==> config.mk <==
export PLATFORM = sky130hd
export DESIGN_NAME = fdli_mac
export DESIGN_NICKNAME = d
export VERILOG_FILES = /design/src/hdl/fdli_pkg.sv /design/src/hdl/fdli_mac.sv
export SDC_FILE = /design/constraint.sdc
export NUM_CORES = 1
export LEC_CHECK = 0
export ABC_AREA = 1
export BUFFER_PORTS_ARGS = -buffer_cell sky130_fd_sc_hd__buf_2
export CORE_MARGIN = 3
export CORE_UTILIZATION = 40
export CTS_BUF_LIST = sky130_fd_sc_hd__clkbuf_2
export DETAILED_ROUTE_END_ITERATION = 8
export PLACE_DENSITY = 0.69
export SLEW_MARGIN = 25
export SYNTH_ARGS = -nofsm -noshare
export SYNTH_HDL_FRONTEND = slang
export SYNTH_SLANG_ARGS = --single-unit
export TNS_END_PERCENT = 100
==> constraint.sdc <==
create_clock -name clk -period 7.3 [get_ports clk]
set_input_delay 0.365 -clock clk [delete_from_list [all_inputs] [get_ports clk]]
set_output_delay 0.365 -clock clk [all_outputs]
set_load 0.005 [all_outputs]
==> src/hdl/fdli_pkg.sv <==
`default_nettype none
// ----------------------------------------------------------------------------
// fdli_pkg
// Shared types, widths and helpers for the interpolating feedback delay line.
// ----------------------------------------------------------------------------
package fdli_pkg;

	localparam int SAMPLE_W = 16;
	localparam int CH_W     = 3;
	localparam int DELAY_W  = 20;
	localparam int MAC_B_W  = 17;
	localparam int ACC_W    = SAMPLE_W + MAC_B_W;
	localparam int SUM_W    = SAMPLE_W + 2;

	localparam int FB_SHIFT = 15;
	localparam int FB_ROUND = 16384;

	// shared multiply-accumulate operations
	localparam logic MAC_OP_LOAD = 1'b0;
	localparam logic MAC_OP_ACC  = 1'b1;

	typedef logic signed [SAMPLE_W-1:0] sample_t;

	typedef struct packed {
		logic en;
		logic op;
	} fdli_mac_ctl_t;

	typedef struct packed {
		logic wr;
		logic rd;
		logic rd_old;
		logic adv;
	} fdli_ring_ctl_t;

	function automatic sample_t sat16(input logic signed [SUM_W-1:0] v);
		sample_t r;
		if (v > SUM_W'(32767)) begin
			r = 16'sh7fff;
		end else if (v < -SUM_W'(32768)) begin
			r = 16'sh8000;
		end else begin
			r = v[SAMPLE_W-1:0];
		end
		return r;
	endfunction

endpackage
`default_nettype wire

==> src/hdl/fdli_mac.sv <==
`default_nettype none
// ----------------------------------------------------------------------------
// fdli_mac
// Shared signed multiplier with a registered accumulator.
// ----------------------------------------------------------------------------
module fdli_mac import fdli_pkg::*; (
	input  wire                       clk,
	input  fdli_mac_ctl_t             ctl,
	input  sample_t                   a,
	input  wire signed [MAC_B_W-1:0]  b,
	input  wire signed [ACC_W-1:0]    bias,
	output logic signed [ACC_W-1:0]   acc_q
);

	logic signed [ACC_W-1:0] prod;

	assign prod = a * b;

	always_ff @(posedge clk) begin
		if (ctl.en) begin
			case (ctl.op)
				MAC_OP_LOAD: acc_q <= prod + bias;
				MAC_OP_ACC:  acc_q <= acc_q + prod + bias;
				default:     acc_q <= acc_q;
			endcase
		end
	end

endmodule
`default_nettype wire

# [After elaboration in Yosys (flattened, before gate mapping)]
# Index checks and enable logic that the tools add are counted.
[op_classes] muxes=1 bitwise=1 n_mul=1 n_addsub=3
[ops] operator="adder 33 bit" n=3
[ops] operator="one-hot mux 33 bit (2 select lines)" n=1
[ops] operator="multiplier 16 x 17 -> 33 bit" n=1
[ops] operator="inverter 1 bit" n=1
[totals] inputBits=69 wordCells=7 ff_bits=33 output_inout_bits=33

# [Longest topological paths before layout]
# Gate-level depths: netlist of run 1.
[logic_depth] depth_word=4 ltp_mapped=40 depth_no_buf=38

# [Least setup slack after synthesis of run 1]
# OpenSTA, ideal clock, no wires.
[synth_path] path_type="input to register" from="input port a[4]" to="register acc_q[32], data pin" setup_time_ns=0.254 setup_slack_ns=-0.113 arrival_time_ns=7.159 required_time_ns=7.046 path_stages=29 cell_sequence="clkbuf_1 -> clkbuf_1 -> nand2_1 -> fa_1 -> inv_1 -> fa_1 -> fa_1 -> fa_1 -> fa_1 -> fa_1 -> ha_1 -> a21o_1 -> a21oi_2 -> inv_1 -> a21oi_1 -> nand2_1 -> a21oi_2 -> xor2_1 -> fa_1 -> ha_1 -> inv_1 -> nor3_1 -> nand2_1 -> nor4_1 -> a21oi_1 -> inv_1 -> nand3_1 -> nand3_1 -> nand2_1"
[synth_between] elab_chain_cells=4
[synth_lines] element="start: declaration" line_no="fdli_mac.sv:9" rtl="input sample_t a,"
[synth_lines] element="multiplier 16 x 17 -> 33 bit *" line_no="fdli_mac.sv:17" rtl="assign prod = a * b;"
[synth_lines] element="adder 33 bit (2 in series)" line_no="fdli_mac.sv:23" rtl="MAC_OP_ACC: acc_q <= acc_q + prod + bias;"
[synth_lines] element="one-hot mux 33 bit (2 select lines) *" line_no="fdli_mac.sv:21" rtl="case (ctl.op)"
[synth_lines] element="end signal: assignment" line_no="fdli_mac.sv:22" rtl="MAC_OP_LOAD: acc_q <= prod + bias;"
[synth_lines] element="end signal: assignment" line_no="fdli_mac.sv:23"
[synth_lines] element="end signal: assignment" line_no="fdli_mac.sv:24" rtl="default: acc_q <= acc_q;"
[synth_lines] element="end: declaration" line_no="fdli_mac.sv:12" rtl="output logic signed [ACC_W-1:0] acc_q"
# Every way passes the cells marked *; elsewhere a longest branch is shown, timed or not.
# A chain may end at the register's enable or synchronous reset.

# [Worst setup path in the final report of run 1]
[layout_path] from="input port a[7]" to="register acc_q[32], data pin"
# Same word-level chain as after synthesis.

==> results of run 1 <==
worst min path at each step:
stage / end / from / slack [ns]
2_1_floorplan: acc_q[0] / ctl[1] / 0.48
3_3_place_gp: acc_q[5] / acc_q[5] / 0.79
3_5_place_dp: acc_q[3] / acc_q[3] / 0.79
4_1_cts: acc_q[0] / bias[0] / 0.25
5_1_grt: acc_q[0] / bias[0] / 0.32
6_report: acc_q[0] / bias[0] / 0.26
per-layer routing:
layer / GRT usage / share of wire
met3: 0.0169 / 0.046
met2: 0.400 / 0.49
met5: 0 / 0
met4: 0.0577 / 0.023
met1: 0.304 / 0.44
logic make-up (layout without fill, tap and decap cells):
| logic type | count (synthesis) | count (layout) | synth area share |
|---|---|---|---|
| adders and majority gates | 457 | 457 | 0.474 |
| other | 0 | 1 | 0 |
| buffers and inverters | 726 | 1064 | 0.161 |
| AOI/OAI and AO/OA | 292 | 292 | 0.0968 |
| xor gates and xnor gates | 40 | 40 | 0.0207 |
| DFF | 33 | 33 | 0.0584 |
| and+or+nand+nor | 770 | 770 | 0.189 |
timing repair:
| action | in CTS | in global routing |
|---|---|---|
| setup buffers | 0 | 6 |
| hold buffers | 0 | 0 |
| pin swaps | 0 | 27 |
| setup endpoints to repair | 2 | 12 |
| gates cloned | 0 | 0 |
| resized for setup | 3 | 94 |
per-stage QoR:
step           cells  instance area, sq um  setup TNS (ns)  hold WS [ns]  utilization
6_report        3189                 20700               0         0.260        0.500
2_1_floorplan   2318                 17000               0         0.477            -
3_5_place_dp    3174                 20100           -5.67         0.793        0.486
4_1_cts         3182                 20200               0         0.253        0.487
5_1_grt         3189                 20700          -0.348         0.322        0.500
3_3_place_gp    3174                 20100           -4.52         0.793        0.486
worst max-delay path: cells and delay by family:
kind	cells	cell delay, ns
and+or+nand+nor	15	1.58
AOI/OAI and AO/OA	3	0.48
adders and majority gates	9	4.00
xor gates and xnor gates	1	0.22
buffers and inverters	10	0.86
cells in the final DEF, fill, tap and decap left out, types with 16 or more instances in the layout:
master and count:
fa_1 305, nand3_1 59, a21oi_2 24, xor2_1 25, buf_2 88, inv_1 653
ha_4 16, a21oi_1 105, a21o_1 17, nand2_1 524, ha_1 131, o21ai_0 78
o21ai_1 21, buf_4 289, nand2_2 16, edfxtp_1 33, nor2_1 104
layout make-up:
cell class / instances / area [sq um]
inverter: 662 / 2480
tap: 532 / 666
clock buffer: 8 / 40.0
timing repair buffer: 394 / 2810
multi-input combinational: 1559 / 13700
sequential: 33 / 991
fill: 3980 / 20700
antenna: 1 / 2.50
==> run_results.csv, run 1 <==
group,metric,value,unit
die,core-area,41400,sq um
worst_setup_path,worstSetupStartpoint,"a[7]",
yosys,ys_types,43,
finish,drive_gt1_frac,0.198,
job,maxCapViolCount,0,
timing,finalSetupViolCount,0,
die,die_width,212,microns
timing,finalMaxSlewViolations,0,
grt,grt_usage,0.227,
worst_setup_path,endpoint_kind,"register",
timing,max_clock_freq,139,MHz
yosys,synth_edf_count,33,
worst_setup_path,path_class,"in -> reg",
grt,grt_antenna_before_repair,1,
run_status,run_status,"complete, no violations",
die,std_cell_rows,74,
grt,grt_overflow,0,
yosys,yosysTopAreaCell,"fa_1",
yosys,synth_ff_type,"edfxtp_1",
die,num_io_pins,102,
worst_setup_path,r2r_start,"acc_q[1]",
yosys,synth_top_area_frac,0.366,
finish,largest-register,"acc_q",
finish,largest_reg_flops,33,
worst_hold_path,hold_path_class,"in -> reg",
cts,htreeDepth,2,
yosys,ys_seq_area_frac,0.0584,
worst_setup_path,rrSetupSlack,3.87,ns
place,port_buffers,101,
yosys,ys_warn_count,0,
die,start_util,0.410,
yosys,synthTopCellsByCount,"inv_1, nand2_1, fa_1, ha_1, a21oi_1",
routing,num_vias,15700,
timing,final_hold_viol_count,0,
place,dp_hpwl,43.8,mm
timing,period_share,0.984,
timing,fin_ws,0.119,ns
yosys,synth_nets,2844,
routing,drt-wirelength-per-cell,15.6,microns
cts,clk_latency,0.52,ns
worst_setup_path,required,7.62,ns
cts,clock-sinks,33,
worst_setup_path,cpMaxStageDelayCell,"fa_2",
place,gp_congestion,0.972,
timing,slew_headroom,0.360,
routing,vias_per_cell,4.91,
worst_setup_path,cpMostUsedCell,"inv_1",
worst_hold_path,hold_depth,4,
die,die_area,44900,sq um
finish,final_nets,3181,
routing,drt-total-wl,49.8,mm
worst_setup_path,start_kind,"input pin",
worst_setup_path,arrival,7.51,ns
finish,reg_top3,"acc_q x33",
grt,grt_pass1_vias,16500,
grt,grt_pass1_wl,81.7,mm
finish,syn2layout_area_growth,22.0,%
routing,drc,0,
timing,layout_min_cycle_time,7.18,ns
worst_setup_path,crit_end,"acc_q[32]",
worst_setup_path,crit_fanout,7,
timing,skew,0.0468,ns
yosys,async_flop_share,0,
yosys,postSynthCellCount,2318,
cts,cts-root-buf,"clkbuf_2",
timing,max_slew.worst_pin.slew,0.958,ns
die,dieHeight,212,microns
worst_setup_path,crit_path_max_incr_delay,0.60,ns
yosys,ys_ff_latch,33,
yosys,netlist_area,17000,sq um
routing,antenna_left,0,
yosys,post-synth-top-count-cell,"inv_1",
worst_setup_path,reg2reg_depth,16,
timing,rsz0062_at_grt,"true",
worst_setup_path,r2r-end,"acc_q[23]",
cts,cts_max_path_buffers,2,
grt,grt_max_degree,46,
routing,drtIter0Drc,895,
place,place_ws,-0.614,ns
cts,cts_tree,"done",
yosys,ys_top_cells_by_area,"fa_1, inv_1, nand2_1",
routing,firstDrtPassIters,7,
cts,clk_pin_slew_worst_paths,0.26,ns
yosys,postSynthAreaPerCell,7.32,sq um
cts,numCtsBuffers,5,
Power of run 1 is left out: the tool's default activity adds up to more than one toggle a clock period on the data nets, which glitch-free logic cannot reach.
==> run 2: changes to the inputs <==
--- a/config.mk
+++ b/config.mk
@@ -6,12 +6,14 @@
 export NUM_CORES = 1
 export LEC_CHECK = 0
 export ABC_AREA = 1
-export BUFFER_PORTS_ARGS = -buffer_cell sky130_fd_sc_hd__buf_2
+export BUFFER_PORTS_ARGS = -buffer_cell sky130_fd_sc_hd__buf_4
+export CORE_ASPECT_RATIO = 0.8
 export CORE_MARGIN = 3
 export CORE_UTILIZATION = 40
 export CTS_BUF_LIST = sky130_fd_sc_hd__clkbuf_2
 export DETAILED_ROUTE_END_ITERATION = 8
 export PLACE_DENSITY = 0.69
+export SKIP_LAST_GASP = 1
 export SLEW_MARGIN = 25
 export SYNTH_ARGS = -nofsm -noshare
 export SYNTH_HDL_FRONTEND = slang
==> run 2 against run 1 <==
- hold slack lost 0.0072 ns
- critical path depth shrank 5
- register-to-register slack is essentially flat
- final cell count shrank 0.69%
- clock skew grew 0.017 ns
- final area is essentially flat
- worst setup slack gained 0.12 ns
- global-route usage shrank 0.28 points
- die area is essentially flat
- via count is essentially flat
- first-iteration DRC count grew 34%
- critical endpoint unchanged
==> run_results.csv, run 2 (same netlist as run 1, synthesis figures left out) <==
group,metric,value,unit
place,gp_congestion,0.997,
worst_setup_path,cpMaxStageDelayCell,"fa_1",
routing,vias_per_cell,4.94,
finish,reg_top3,"acc_q x33",
routing,routed.top_layer,"met4",
die,core-area,41200,sq um
place,port_buffers,101,
place,dp_hpwl,43.8,mm
worst_setup_path,cpMostUsedCell,"fa_1",
grt,grt_max_degree,46,
cts,clk_latency,0.50,ns
timing,max_clock_freq,142,MHz
grt,grt_overflow,0,
worst_setup_path,start_kind,"input pin",
routing,drt-total-wl,49.6,mm
routing,num_vias,15600,
routing,met3_length,3.53,mm
worst_setup_path,arrival,7.35,ns
grt,grt_antenna_before_repair,0,
cts,numCtsBuffers,5,
grt,grt_pass1_vias,16100,
routing,drtIter0Drc,1197,
routing,wl_met1,23.3,mm
timing,totalNegativeSetupSlack,0,ns
die,num_io_pins,102,
timing,final_hold_viol_count,0,
cts,cts_max_path_buffers,2,
finish,syn2layout_area_growth,22.1,%
worst_setup_path,crit_fanout,10,
die,dieHeight,190,microns
worst_setup_path,endpoint_kind,"register",
worst_setup_path,crit_path_max_incr_delay,0.54,ns
timing,finalSetupViolCount,0,
finish,final_nets,3149,
worst_setup_path,path_class,"in -> reg",
timing,finalMaxSlewViolations,0,
cts,cts_tree,"done",
job,maxCapViolCount,0,
timing,period_share,0.967,
worst_setup_path,required,7.59,ns
routing,wl_met2,22.2,mm
routing,antenna_left,0,
timing,skew,0.0640,ns
routing,firstDrtPassIters,6,
finish,num_antenna_cells,0,
die,std_cell_rows,66,
run_status,run_status,"complete, no violations",
worst_setup_path,crit_family,"adder cells",
cts,htreeDepth,2,
cts,clk_pin_slew_worst_paths,0.26,ns
grt,grt_usage,0.224,
finish,largest-register,"acc_q",
grt,grt_pass1_wl,81.9,mm
finish,layout_commonest_cell,"inv_1",
timing,slew_headroom,0.381,
routing,drc,0,
cts,cts-root-buf,"clkbuf_2",
timing,max_slew.worst_pin.slew,0.928,ns
cts,clock-sinks,33,
die,die_area,44900,sq um
finish,mostFrequentLayoutCells,"inv_1, nand2_1, buf_4",
timing,rsz0062_at_grt,"true",
timing,layout_min_cycle_time,7.06,ns
finish,largest_reg_flops,33,
routing,drt-wirelength-per-cell,15.7,microns
worst_hold_path,hold_path_class,"in -> reg",
finish,drive_gt1_frac,0.193,
cts,ctsHoldBuffers,0,
die,start_util,0.412,
die,die_width,236,microns
worst_setup_path,path_buf_inv,9,
run 2: routing by layer:
metal | vias to the layer above | global-route usage
li1 | 7487 | -
met1 | 7538 | 0.336
met2 | 564 | 0.358
met3 | 60 | 0.0238
met4 | 0 | 0.0356
met5 | - | 0
run 2: tightest hold or removal path: stages:
cell and delay [ns]:
buf_4 0.09, ha_1 0.12, nand2_1 0.04, o21ai_0 0.06
run 2: per-stage QoR:
stage	setup slack [ns]	hold WS [ns]	std cells	area, sq um	utilization
final	0.238	0.253	3167	20700	0.502
after global routing	-0.114	0.281	3167	20700	0.502
after CTS	0.0483	0.270	3164	20200	0.490
after detailed placement	-0.555	0.793	3157	20100	0.489
after global placement	-0.543	0.780	3157	20100	0.489
after floorplan	0.00348	0.477	2318	17000	-
run 2: path summary, 6_finish.rpt:
check | startpoint | endpoint | slack [ns] | cells past startpoint
setup / recovery | b[10] | acc_q[32] | 0.24 | 33
hold / removal | bias[0] | acc_q[0] | 0.25 | 4
setup reg to reg | acc_q[1] | acc_q[23] | 3.87 | 16
hold reg to reg | acc_q[0] | acc_q[0] | 0.92 | 3
run 2: layout make-up:
cell class                      instances  area, sq um
Inverter                              662         2490
Multi-Input combinational cell       1559        13700
Tap cell                              544          681
Fill cell                            3914        20500
Timing Repair Buffer                  362         2780
Clock inverter                          2         11.3
Sequential cell                        33          991
Clock buffer                            5         25.0
run 2: timing repair:
item | 4_1_cts | 5_1_grt
endpoints found under the setup margin | 2 | 13
gates resized for setup | 3 | 91
pin swaps | 0 | 33
buffers inserted | 0 | 3
Power of run 2 is left out for the same reason.
==> run 3: changes to the inputs <==
--- a/config.mk
+++ b/config.mk
@@ -5,14 +5,13 @@
 export SDC_FILE = /design/constraint.sdc
 export NUM_CORES = 1
 export LEC_CHECK = 0
-export ABC_AREA = 1
 export BUFFER_PORTS_ARGS = -buffer_cell sky130_fd_sc_hd__buf_4
 export CORE_ASPECT_RATIO = 0.8
 export CORE_MARGIN = 3
 export CORE_UTILIZATION = 40
 export CTS_BUF_LIST = sky130_fd_sc_hd__clkbuf_2
 export DETAILED_ROUTE_END_ITERATION = 8
-export PLACE_DENSITY = 0.69
+export PLACE_DENSITY = 0.7
 export SKIP_LAST_GASP = 1
 export SLEW_MARGIN = 25
 export SYNTH_ARGS = -nofsm -noshare
==> run 3 against run 2 <==
- the run now ends with negative setup slack left
- flip-flop and latch count stayed put
- synthesized area is 6.6% lower
- fmax is 9.7% lower
- critical endpoint unchanged
==> run_results.csv, run 3 <==
group,metric,value,unit
die,std_cell_rows,64,
worst_setup_path,crit_end,"acc_q[32]",
cts,clock-sinks,33,
routing,num_vias,13600,
yosys,ys_warn_count,0,
finish,layout_commonest_cell,"buf_4",
worst_setup_path,rrSetupSlack,2.97,ns
yosys,ys_ff_latch,33,
yosys,ys_seq_area_frac,0.0625,
timing,skew,0.0257,ns
routing,firstDrtPassIters,5,
timing,finalSetupViolCount,9,
timing,totalNegativeSetupSlack,-3.27,ns
worst_setup_path,reg2reg_depth,15,
place,port_buffers,101,
yosys,synth_ff_type,"edfxtp_1",
finish,drive_gt1_frac,0.264,
die,die_width,229,microns
cts,cts-root-buf,"clkbuf_2",
routing,antenna_left,0,
yosys,synth_nets,2325,
worst_hold_path,hold_path_class,"in -> reg",
timing,fin_hold_ws,0.259,ns
finish,final_nets,2711,
yosys,synthTopCellsByCount,"inv_1, fa_1, nand2_1, ha_1, and2_1",
yosys,postSynthAreaPerCell,8.81,sq um
place,gp_congestion,0.873,
cts,cts_max_path_buffers,2,
grt,grt_pass1_vias,14500,
worst_setup_path,r2r-end,"acc_q[31]",
timing,max_slew.worst_pin.slew,0.913,ns
yosys,synth_top_area_frac,0.392,
worst_setup_path,crit_fanout,7,
run_status,violations,"negative setup slack",
finish,largest-register,"acc_q",
timing,rsz0062_at_grt,"true",
worst_setup_path,worstSetupStartpoint,"a[4]",
worst_setup_path,r2r_start,"acc_q[1]",
yosys,synth_edf_count,33,
timing,max_clock_freq,128,MHz
timing,layout_min_cycle_time,7.82,ns
timing,period_share,1.07,
yosys,async_flop_share,0,
die,core-area,38700,sq um
yosys,ys_types,69,
worst_setup_path,start_kind,"input pin",
finish,multiInputGateArea,13900,sq um
worst_setup_path,required,7.57,ns
timing,fin_ws,-0.522,ns
cts,cts_tree,"done",
finish,seqCellArea,991,sq um
worst_setup_path,crit_family,"adder cells",
yosys,yosysTopAreaCell,"fa_1",
routing,drtIter0Drc,952,
routing,vias_per_cell,5.00,
grt,grt_max_degree,51,
timing,final_hold_viol_count,0,
timing,finalMaxSlewViolations,0,
cts,clk_latency,0.50,ns
finish,reg_top3,"acc_q x33",
worst_setup_path,path_buf_inv,3,
finish,largest_reg_flops,33,
yosys,postSynthCellCount,1799,
die,dieHeight,184,microns
routing,drt-total-wl,42.2,mm
job,maxCapViolCount,0,
worst_setup_path,endpoint_kind,"register",
routing,drt-wirelength-per-cell,15.6,microns
finish,syn2layout_area_growth,29.2,%
grt,grt_usage,0.206,
finish,num_antenna_cells,0,
die,num_io_pins,102,
cts,numCtsBuffers,5,
worst_setup_path,cpMostUsedCell,"fa_1",
worst_setup_path,path_depth,29,
grt,grt_antenna_before_repair,0,
yosys,ys_top_cells_by_area,"fa_1, ha_1, inv_1",
grt,grt_pass1_wl,70.6,mm
routing,drc,0,
finish,mostFrequentLayoutCells,"buf_4, inv_1, fa_1",
timing,slew_headroom,0.386,
cts,clk_pin_slew_worst_paths,0.25,ns
die,start_util,0.410,
cts,ctsHoldBuffers,0,
worst_setup_path,cpMaxStageDelayCell,"fa_1",
finish,fill_cells,3482,
grt,grt_overflow,0,
cts,htreeDepth,2,
worst_setup_path,crit_path_max_incr_delay,0.56,ns
yosys,post-synth-top-count-cell,"inv_1",
place,dp_hpwl,36.7,mm
die,die_area,42000,sq um
worst_setup_path,path_class,"in -> reg",
finish,final_core_util,0.529,
worst_setup_path,arrival,8.09,ns
yosys,netlist_area,15800,sq um
run_status,run_status,"finished, violations left",
run 3: cell types whose count changed in the layout (fill, tap and decap cells not counted), moves of 12 or more:
| cell | previous run | this run |
|---|---|---|
| nand2_1 | 521 | 174 |
| inv_1 | 652 | 397 |
| and2_1 | 0 | 118 |
| buf_4 | 356 | 415 |
| a21oi_1 | 108 | 53 |
| nand3_1 | 57 | 14 |
| o21ai_0 | 80 | 37 |
| xnor2_1 | 10 | 52 |
| nor2_1 | 98 | 64 |
| nand2b_1 | 0 | 18 |
| a21o_1 | 17 | 29 |
| o21a_1 | 5 | 17 |
run 3: how the worst min path moves through the flow:
stage / from / end / slack, ns / cells after the start
2_1_floorplan: ctl[1] / acc_q[0] / 0.48 / 0
3_3_place_gp: bias[0] / acc_q[0] / 0.77 / 4
3_5_place_dp: bias[0] / acc_q[0] / 0.79 / 4
4_1_cts: bias[0] / acc_q[0] / 0.23 / 4
5_1_grt: bias[0] / acc_q[0] / 0.29 / 4
6_report: bias[0] / acc_q[0] / 0.26 / 4
run 3: per-stage QoR:
stage	instance area, sq um	worst slack [ns]	cells
global route	20500	-0.839	2714
CTS	20100	-0.549	2704
finish	20500	-0.522	2714
floorplan	16100	-0.517	1799
global placement	19600	-1.11	2686
detailed placement	19600	-1.26	2686
run 3: kinds of logic after synthesis:
| kind of cell | share of synthesized area |
|---|---|
| adder cells (fa/ha/maj) | 0.508 |
| AND/OR/NAND/NOR | 0.150 |
| XOR/XNOR | 0.0459 |
| flip-flops | 0.0625 |
| AO/OA/AOI/OAI | 0.120 |
| multiplexers | 0.00521 |
| buffers and inverters | 0.109 |
run 3: repair_timing:
action | in CTS | in global routing
setup buffers | 10 | 11
endpoints found under the setup margin | 15 | 18
pin swaps | 54 | 42
gates resized for setup | 64 | 69
run 3: worst reg2reg max path, stage by stage (launching register included):
cell	delay, ns
edfxtp_1	0.46
inv_1	0.09
fa_1	0.42
inv_1	0.06
ha_1	0.19
inv_1	0.08
fa_1	0.48
nor2b_1	0.18
o2111ai_1	0.14
a21boi_0	0.74
o2111ai_1	0.33
nand4_1	0.21
a211o_1	0.26
a311oi_2	0.14
xor2_1	0.20
o211ai_1	0.12
run 3: metal layers:
layer / wire length (microns) / track usage
met1: 18400 / 0.279
met2: 21400 / 0.364
met3: 1780 / 0.0221
met4: 639 / 0.0328
met5: 0 / 0
run 3: cell type report:
| type | count | share of cell area |
|---|---|---|
| clock buffers | 6 | 0.00147 |
| clock inverters | 2 | 0.00165 |
| inverters | 406 | 0.0744 |
| multi-input cells | 1307 | 0.679 |
| flip-flops and latches | 33 | 0.0484 |
| well taps | 528 | 0.0323 |
| repair buffers | 432 | 0.163 |
Power of run 3 is left out for the same reason.
